--- src/rtl/core/cordic_pkg.sv ---
// Shared widths, constants and helper functions for the CORDIC sine/cosine core.
package cordic_pkg;

    localparam int ITERATIONS = 12;
    localparam int TABLE_SIZE = 16;
    localparam int STEPS      = (ITERATIONS > TABLE_SIZE) ? TABLE_SIZE : ITERATIONS;

    localparam int ANGLE_W = 24;
    localparam int Z_W     = 25;
    localparam int XY_W    = 32;
    localparam int FRAC_XY = 30;
    localparam int GAIN_W  = 16;
    localparam int PROD_W  = XY_W + GAIN_W + 1;
    localparam int RND_SH  = 31;
    localparam int Q_W     = PROD_W - RND_SH;
    localparam int OUT_W   = 16;

    localparam int LATENCY = STEPS + 3;

    localparam logic signed [Z_W-1:0]    ANGLE_MAX = Z_W'(5898240);
    localparam logic signed [Z_W-1:0]    ANGLE_MIN = -ANGLE_MAX;
    localparam logic signed [XY_W-1:0]   ONE_XY    = XY_W'(64'sd1 <<< FRAC_XY);
    localparam logic signed [GAIN_W:0]   GAIN_S    = (GAIN_W + 1)'(39793);
    localparam logic signed [PROD_W-1:0] RND_HALF  = PROD_W'(64'sd1 <<< (RND_SH - 1));
    localparam logic signed [Q_W-1:0]    OUT_MAX   = Q_W'(32767);
    localparam logic signed [Q_W-1:0]    OUT_MIN   = -Q_W'(32768);

    typedef logic signed [XY_W-1:0] t_xy;
    typedef logic signed [Z_W-1:0]  t_z;

    function automatic t_z f_step_angle(input int idx);
        t_z a;
        case (idx)
            0:       a = Z_W'(2949120);
            1:       a = Z_W'(1740787);
            2:       a = Z_W'(919581);
            3:       a = Z_W'(467114);
            4:       a = Z_W'(234311);
            5:       a = Z_W'(117152);
            6:       a = Z_W'(58576);
            7:       a = Z_W'(29288);
            8:       a = Z_W'(14647);
            9:       a = Z_W'(7510);
            10:      a = Z_W'(3755);
            11:      a = Z_W'(1874);
            12:      a = Z_W'(937);
            13:      a = Z_W'(472);
            14:      a = Z_W'(236);
            15:      a = Z_W'(118);
            default: a = '0;
        endcase
        return a;
    endfunction

    function automatic logic signed [OUT_W-1:0] f_sat(input logic signed [Q_W-1:0] v);
        logic signed [OUT_W-1:0] r;
        if (v > OUT_MAX) begin
            r = OUT_W'(OUT_MAX);
        end else if (v < OUT_MIN) begin
            r = OUT_W'(OUT_MIN);
        end else begin
            r = v[OUT_W-1:0];
        end
        return r;
    endfunction

endpackage

--- src/rtl/core/cordic_sine_cosine_core.sv ---
// Pipelined CORDIC rotation core giving sine and cosine of an angle in degrees.
// Pipeline: one clamp stage, one stage per micro-rotation, one gain multiply stage and
// one round and saturate stage.
// Throughput: one transaction per cycle; busy stays low and results cannot be stalled.
// Reset: synchronous active-low reset clears all valid bits and the output strobe.
module cordic_sine_cosine_core
    import cordic_pkg::*;
(
    input  logic                      i_clk,
    input  logic                      i_rst_n,
    input  logic                      start,
    input  logic signed [ANGLE_W-1:0] i_angle_deg,
    output logic                      busy,
    output logic                      o_strobe,
    output logic signed [OUT_W-1:0]   o_sine_out,
    output logic signed [OUT_W-1:0]   o_cosine_out
);

    t_xy r_x [0:STEPS];
    t_xy r_y [0:STEPS];
    t_z  r_z [0:STEPS];
    logic [STEPS:0] r_vld;

    logic signed [PROD_W-1:0] r_prod_x;
    logic signed [PROD_W-1:0] r_prod_y;
    logic                     r_mul_vld;

    t_z n_z0;
    logic signed [PROD_W-1:0] n_prod_x;
    logic signed [PROD_W-1:0] n_prod_y;
    logic signed [PROD_W-1:0] w_rnd_x;
    logic signed [PROD_W-1:0] w_rnd_y;

    assign busy = 1'b0;

    always_comb begin
        n_z0 = Z_W'(i_angle_deg);
        if (n_z0 > ANGLE_MAX) begin
            n_z0 = ANGLE_MAX;
        end else if (n_z0 < ANGLE_MIN) begin
            n_z0 = ANGLE_MIN;
        end
    end

    always_ff @(posedge i_clk) begin
        if (!i_rst_n) begin
            r_vld[0] <= 1'b0;
        end else begin
            r_vld[0] <= start && !busy;
        end
        r_x[0] <= ONE_XY;
        r_y[0] <= '0;
        r_z[0] <= n_z0;
    end

    for (genvar k = 0; k < STEPS; k++) begin : g_stage
        t_xy w_xs;
        t_xy w_ys;
        assign w_xs = r_x[k] >>> k;
        assign w_ys = r_y[k] >>> k;

        always_ff @(posedge i_clk) begin
            if (!i_rst_n) begin
                r_vld[k+1] <= 1'b0;
            end else begin
                r_vld[k+1] <= r_vld[k];
            end
            if (!r_z[k][Z_W-1]) begin
                r_x[k+1] <= r_x[k] - w_ys;
                r_y[k+1] <= r_y[k] + w_xs;
                r_z[k+1] <= r_z[k] - f_step_angle(k);
            end else begin
                r_x[k+1] <= r_x[k] + w_ys;
                r_y[k+1] <= r_y[k] - w_xs;
                r_z[k+1] <= r_z[k] + f_step_angle(k);
            end
        end
    end

    assign n_prod_x = PROD_W'(r_x[STEPS]) * PROD_W'(GAIN_S);
    assign n_prod_y = PROD_W'(r_y[STEPS]) * PROD_W'(GAIN_S);

    always_ff @(posedge i_clk) begin
        if (!i_rst_n) begin
            r_mul_vld <= 1'b0;
        end else begin
            r_mul_vld <= r_vld[STEPS];
        end
        r_prod_x <= n_prod_x;
        r_prod_y <= n_prod_y;
    end

    assign w_rnd_x = r_prod_x + RND_HALF;
    assign w_rnd_y = r_prod_y + RND_HALF;

    always_ff @(posedge i_clk) begin
        if (!i_rst_n) begin
            o_strobe <= 1'b0;
        end else begin
            o_strobe <= r_mul_vld;
        end
        o_sine_out   <= f_sat($signed(w_rnd_y[PROD_W-1:RND_SH]));
        o_cosine_out <= f_sat($signed(w_rnd_x[PROD_W-1:RND_SH]));
    end

    a_never_busy: assert property (@(posedge i_clk) !busy)
        else $error("busy raised on a non-stalling pipeline");

    a_clamp_range: assert property (@(posedge i_clk) disable iff (!i_rst_n)
        r_vld[0] |-> (r_z[0] <= ANGLE_MAX) && (r_z[0] >= ANGLE_MIN))
        else $error("clamped angle out of range");

    a_strobe_chain: assert property (@(posedge i_clk) disable iff (!i_rst_n)
        o_strobe |-> $past(r_vld[STEPS], 2))
        else $error("result strobe without a transaction in the rotation pipeline");

    a_entry_tracks: assert property (@(posedge i_clk) disable iff (!i_rst_n)
        (start && !busy) |=> r_vld[0])
        else $error("accepted transaction lost at pipeline entry");

endmodule
--- config.mk ---
export PLATFORM = sky130hd
export DESIGN_NAME = cordic_sine_cosine_core
export DESIGN_NICKNAME = d
export VERILOG_FILES = /design/src/rtl/core/cordic_pkg.sv /design/src/rtl/core/cordic_sine_cosine_core.sv
export SDC_FILE = /design/constraint.sdc
export NUM_CORES = 2
export LEC_CHECK = 0
export BUFFER_PORTS_ARGS = -buffer_cell sky130_fd_sc_hd__buf_2
export CAP_MARGIN = 30
export CELL_PAD_IN_SITES_DETAIL_PLACEMENT = 0
export CELL_PAD_IN_SITES_GLOBAL_PLACEMENT = 1
export CORE_UTILIZATION = 51
export DETAILED_ROUTE_END_ITERATION = 8
export GPL_TIMING_DRIVEN = 0
export PLACE_DENSITY = 0.85
export SETUP_SLACK_MARGIN = 0.2
export SYNTH_ARGS = -nofsm -noshare
export SYNTH_HDL_FRONTEND = slang
export SYNTH_SLANG_ARGS = --single-unit
--- constraint.sdc ---
create_clock -name i_clk -period 6.6 [get_ports i_clk]
set_input_delay 0.66 -clock i_clk [delete_from_list [all_inputs] [get_ports i_clk]]
set_output_delay 0.66 -clock i_clk [all_outputs]
set_load 0.1 [all_outputs]
After elaboration in Yosys (flattened, before gate mapping). Memories as Yosys holds them, arrays and structs flattened. Index checks and enable logic that the tools add are counted.

Bits of input ports: 27. Memories: 3. Register bits after elaboration: 145. RAM bits: 1157.

Memories: r_x (words 13, width 32, read ports 13, clocked after memory_dff 0, wr ports 13, line cordic_sine_cosine_core.sv:19) `t_xy r_x [0:STEPS];`; r_y (words 13, width 32, read ports 13, clocked after memory_dff 0, wr ports 13, line cordic_sine_cosine_core.sv:20) `t_xy r_y [0:STEPS];`; r_z (words 13, width 25, read ports 12, clocked after memory_dff 0, wr ports 13, line cordic_sine_cosine_core.sv:21) `t_z r_z [0:STEPS];`.

Add/sub/neg operators: 73. Magnitude comparators: 6. $mul: 2. Bitwise gates (word level): 36. Muxes and demuxes: 64.

Operators with widths (number): two-way mux 32 bit (24); two-way mux 25 bit (14); adder 49 x 32 -> 49 bit, second input constant (2); multiplier 32 x 17 -> 49 bit, second input constant (2); adder 32 x 21 -> 32 bit (2); adder 32 x 22 -> 32 bit (2); adder 32 x 23 -> 32 bit (2); adder 32 x 24 -> 32 bit (2); adder 32 x 25 -> 32 bit (2); adder 32 x 26 -> 32 bit (2); adder 32 x 27 -> 32 bit (2); adder 32 x 28 -> 32 bit (2); adder 32 x 29 -> 32 bit (2); adder 32 x 30 -> 32 bit (2); adder 32 x 31 -> 32 bit (2); subtractor 32 x 21 -> 32 bit (2); subtractor 32 x 22 -> 32 bit (2); subtractor 32 x 23 -> 32 bit (2); subtractor 32 x 24 -> 32 bit (2); subtractor 32 x 25 -> 32 bit (2); subtractor 32 x 26 -> 32 bit (2); subtractor 32 x 27 -> 32 bit (2); subtractor 32 x 28 -> 32 bit (2); subtractor 32 x 29 -> 32 bit (2); other kinds (35) (99).

Longest topological paths before layout.
Word-level depth: 3. Mapped depth: 23. Gate-level depth less buffers: 23.

Worst setup path before layout. No wires, ideal clock.

Path type: register to register. Start: memory r_y[1][159] in the netlist's numbering. End: register r_prod_y[48]. Slack: 0.938 ns. Stages on the path, launching flop included: 21. Library setup time: 0.146 ns. Arrival: 5.516 ns. Cell sequence: dfxtp_1 -> ha_1 -> inv_1 -> fa_1 -> fa_1 -> fa_1 -> inv_1 -> fa_1 -> fa_1 -> inv_1 -> ha_1 -> a21o_1 -> a21o_1 -> a21oi_1 -> o21ai_0 -> a21oi_1 -> o21bai_1 -> a221oi_1 -> nor2b_1 -> o21bai_1 -> xnor2_1.

RTL lines: start: declaration (line cordic_sine_cosine_core.sv:20); end signal: assignment (line cordic_sine_cosine_core.sv:90) `r_prod_y <= n_prod_y;`; end: declaration (line cordic_sine_cosine_core.sv:25) `logic signed [PROD_W-1:0] r_prod_y;`.

==> flow_metrics.tcl <==
set metrics [dict create \
    detail_route.wl_per_cell_um 16.1 \
    worstMarginPinSlew_ns 0.888 \
    antenna_found_initial 0 \
    synthArstFlopShare_pct 0 \
    cts_made_buffers 91 \
    grt_max_degree 23 \
    synth_top_family_by_area "adder cells" \
    synth-seq-area-share_pct 24.3 \
    synth_area_leaders "dfxtp_1 (24%), ha_1 (18%), fa_1 (14%), xnor2_1 (7.2%), inv_1 (5.4%)" \
    nNetsFinal 8699 \
    rsz0062_at_grt "yes" \
    synth_mux_area_share_pct 0.603 \
    design.core.area_um2 128000 \
    hold_viol 0 \
    cts_sinks 797 \
    ctsHoldBuffers 0 \
    die_x_um 361 \
    synthToLayoutAreaGrowth_pct 8.83 \
    syn-mean-instance-area_um2 9.21 \
    fin_crit_ns 6.14 \
    status "complete, no violations" \
    cts_tree "yes" \
    clk_latency_ns 0.73 \
    yosysWarnings 0 \
    grtUsageTotal_pct 22.4 \
    yosys_most_used_dff "dfxtp_1" \
    clkSlewWorstSetupHoldPaths_ns 0.06 \
    drtIter0Drc 1958 \
    n_fill_cell 11435 \
    cts_setup_buffers 0 \
    rows 131 \
    cts.path.max_buffers 3 \
    syn_nets 8541 \
    netlist_instances 7121 \
    synth_edf_count 0 \
    max_clock_freq_ghz 0.163 \
    num_vias 47749 \
    fin_skew_ns 0.0663 \
    antenna_cells 0 \
    critPathLaunch "r_x[1][143]" \
    synth_top_cell_area_share_pct 24.3 \
    grt_pass1_wl_mm 238 \
    start_kind "flop" \
    max_slew_margin_pct 40.4 \
    start_util_pct 51.4 \
    grt_overflow 0 \
    slew_violations 0 \
    hold_path.startpoint "i_angle_deg[12]" \
    globalplace.congestion 0.937 \
    postPlaceCellArea_um2 68000 \
    hpwl_mm 122 \
    crit_type "flop to flop" \
    firstDrtPassIters 8 \
    first_global_vias 48383 \
    hp-class "input port to flop" \
    synth-simple-area-share_pct 11.0 \
    synth-compound-area-share_pct 15.2 \
    synth-adder-area-share_pct 31.9 \
    cp.required_ns 7.20 \
    die-area_um2 130000 \
    ant_nets 0 \
    viasPerCell 5.30 \
    htree_levels 3 \
    yosys.area.top_type "dfxtp_1" \
    cp.arrival_ns 6.74 \
    path_max_fanout 5 \
    wirelength_mm 145 \
    synth_xor_area_share_pct 11.1 \
    setup_viol 0 \
    end_kind "flop" \
    drv_cap 0 \
    boundaryPins 61 \
    min_period_over_period_pct 93.1 \
    drc 0 \
    root_buffer "clkbuf_16" \
    ys_seq_elements 797 \
    portBuffers 59 \
    fin_area_um2 71400 \
    r2r_start "r_x[1][143]" \
    syn_area_um2 65600 \
    die_h_um 361 \
    setup_tns_ns 0 \
    drive_gt1_share_pct 4.42 \
    synthDistinctLibCells 94 \
]
## placed cells by master (no fill, tap or decap), types with 71 or more instances in the layout
cell type	instances
xor2_1	290
xnor2_1	541
fa_1	462
nand3_1	139
nor3_1	146
and2_1	71
inv_1	943
a21o_1	242
clkbuf_1	76
ha_1	930
and3_1	80
nor2b_1	72
a21oi_1	564
clkbuf_16	92
o21bai_1	72
dfxtp_1	794
o21ai_0	262
nand2_1	252
nor2_1	446
## final timing paths
kind / cells after the start / endpoint / slack (ns)
worst max-delay path: 21 / r_prod_x[44] / 0.46
worst min-delay path: 2 / r_z[0][12] / 0.15
worst max register to register: 21 / r_prod_x[44] / 0.46
worst min register to register: 0 / r_z[0][36] / 0.33
## cell families (layout without fill, tap and decap cells)
family,after synthesis,in the layout
AND/OR/NAND/NOR,1467,1467
other,1,1
multiplexers,36,36
flip-flops,797,797
adder cells (fa/ha/maj),1393,1393
buffers and inverters,1019,1253
AO/OA/AOI/OAI,1576,1576
XOR/XNOR,832,832
## worst max-delay path, cell delays in order, from the launching register on
cell	delay, ns
dfxtp_1	0.42
ha_1	0.43
inv_1	0.08
fa_1	0.51
inv_1	0.06
fa_1	0.51
fa_1	0.44
fa_1	0.54
inv_1	0.05
fa_1	0.52
inv_1	0.04
ha_1	0.31
a21o_1	0.17
a21o_1	0.17
a21oi_1	0.23
o211ai_1	0.20
o211a_1	0.34
o211a_1	0.29
o221a_1	0.27
o21a_1	0.20
nor2_2	0.09
xnor2_1	0.14
## metal layers
layer | wire, um | global-route usage, % | vias up | share of wire, %
met1 | 62300 | 26.1 | 22167 | 43
met5 | 0 | 0 | - | 0
met2 | 71200 | 40.4 | 737 | 49
met4 | 7330 | 10.7 | 0 | 5.1
li1 | - | - | 24565 | -
met3 | 4290 | 2.73 | 280 | 3.0
## per-stage QoR
stage               utilization [%]  setup WS [ns]  instances  hold WS [ns]
floorplan                         -          0.938       7121         0.310
global placement               53.3          0.232       8842         0.313
detailed placement             53.4          0.212       8848         0.312
CTS                            55.9          0.286       9017        0.0934
global route                   56.0          0.163       9017         0.120
finish                         56.0          0.457       9017         0.148
## registers in the layout (all words and copies together) (netlist names)
| signal | count |
|---|---|
| r_prod_x | 19 |
| r_z | 275 |
| o_strobe | 1 |
| r_mul_vld | 1 |
| r_y | 220 |
| r_x | 217 |
| r_prod_y | 19 |
| o_cosine_out | 16 |
| o_sine_out | 16 |
| r_vld | 13 |
## Yosys cell counts (all sizes together), types with 8 or more instances
| cell type | count |
|---|---|
| a21o | 242 |
| a21oi | 565 |
| a21boi | 30 |
| a211oi | 52 |
| buf | 17 |
| nor3 | 150 |
| or4 | 12 |
| o21ai | 276 |
| o21a | 69 |
| dfxtp | 797 |
| a221oi | 10 |
| fa | 462 |
| a41oi | 12 |
| nor2 | 448 |
| a2111oi | 10 |
| nor3b | 15 |
| nand3 | 139 |
| o31ai | 29 |
| and2 | 72 |
| nand2 | 252 |
| nor2b | 72 |
| a211o | 9 |
| and3 | 80 |
| a311oi | 12 |
| mux2i | 18 |
| o21bai | 72 |
| o22ai | 8 |
| or3 | 36 |
| or2 | 36 |
| o211ai | 24 |
| inv | 943 |
| o311ai | 13 |
| mux2 | 18 |
| clkbuf | 59 |
| xnor2 | 541 |
| nand4 | 40 |
| nand2b | 60 |
| ha | 931 |
| xor2 | 291 |
| o31a | 10 |
| a31oi | 64 |
| o41ai | 15 |
| nor4 | 24 |
## cell type report
class	instances	area [um2]	share of cell area [%]
buffer	76	294	0.412
multi-input combinational	5305	45800	64.2
timing repair buffer	65	385	0.540
tap	1662	2080	2.91
clock inverter	42	649	0.910
clock buffer	127	2610	3.66
inverter	943	3540	4.96
sequential	797	16000	22.4
## repair_timing
action / in CTS / in global routing
hold endpoints to repair: 0 / 0
pin swaps: 0 / 2
endpoints found under the setup margin: 1 / 9
resized for setup: 1 / 11
Power is not shown: default switching activity piles up to over one toggle a cycle in this logic, so the estimate is an artifact.
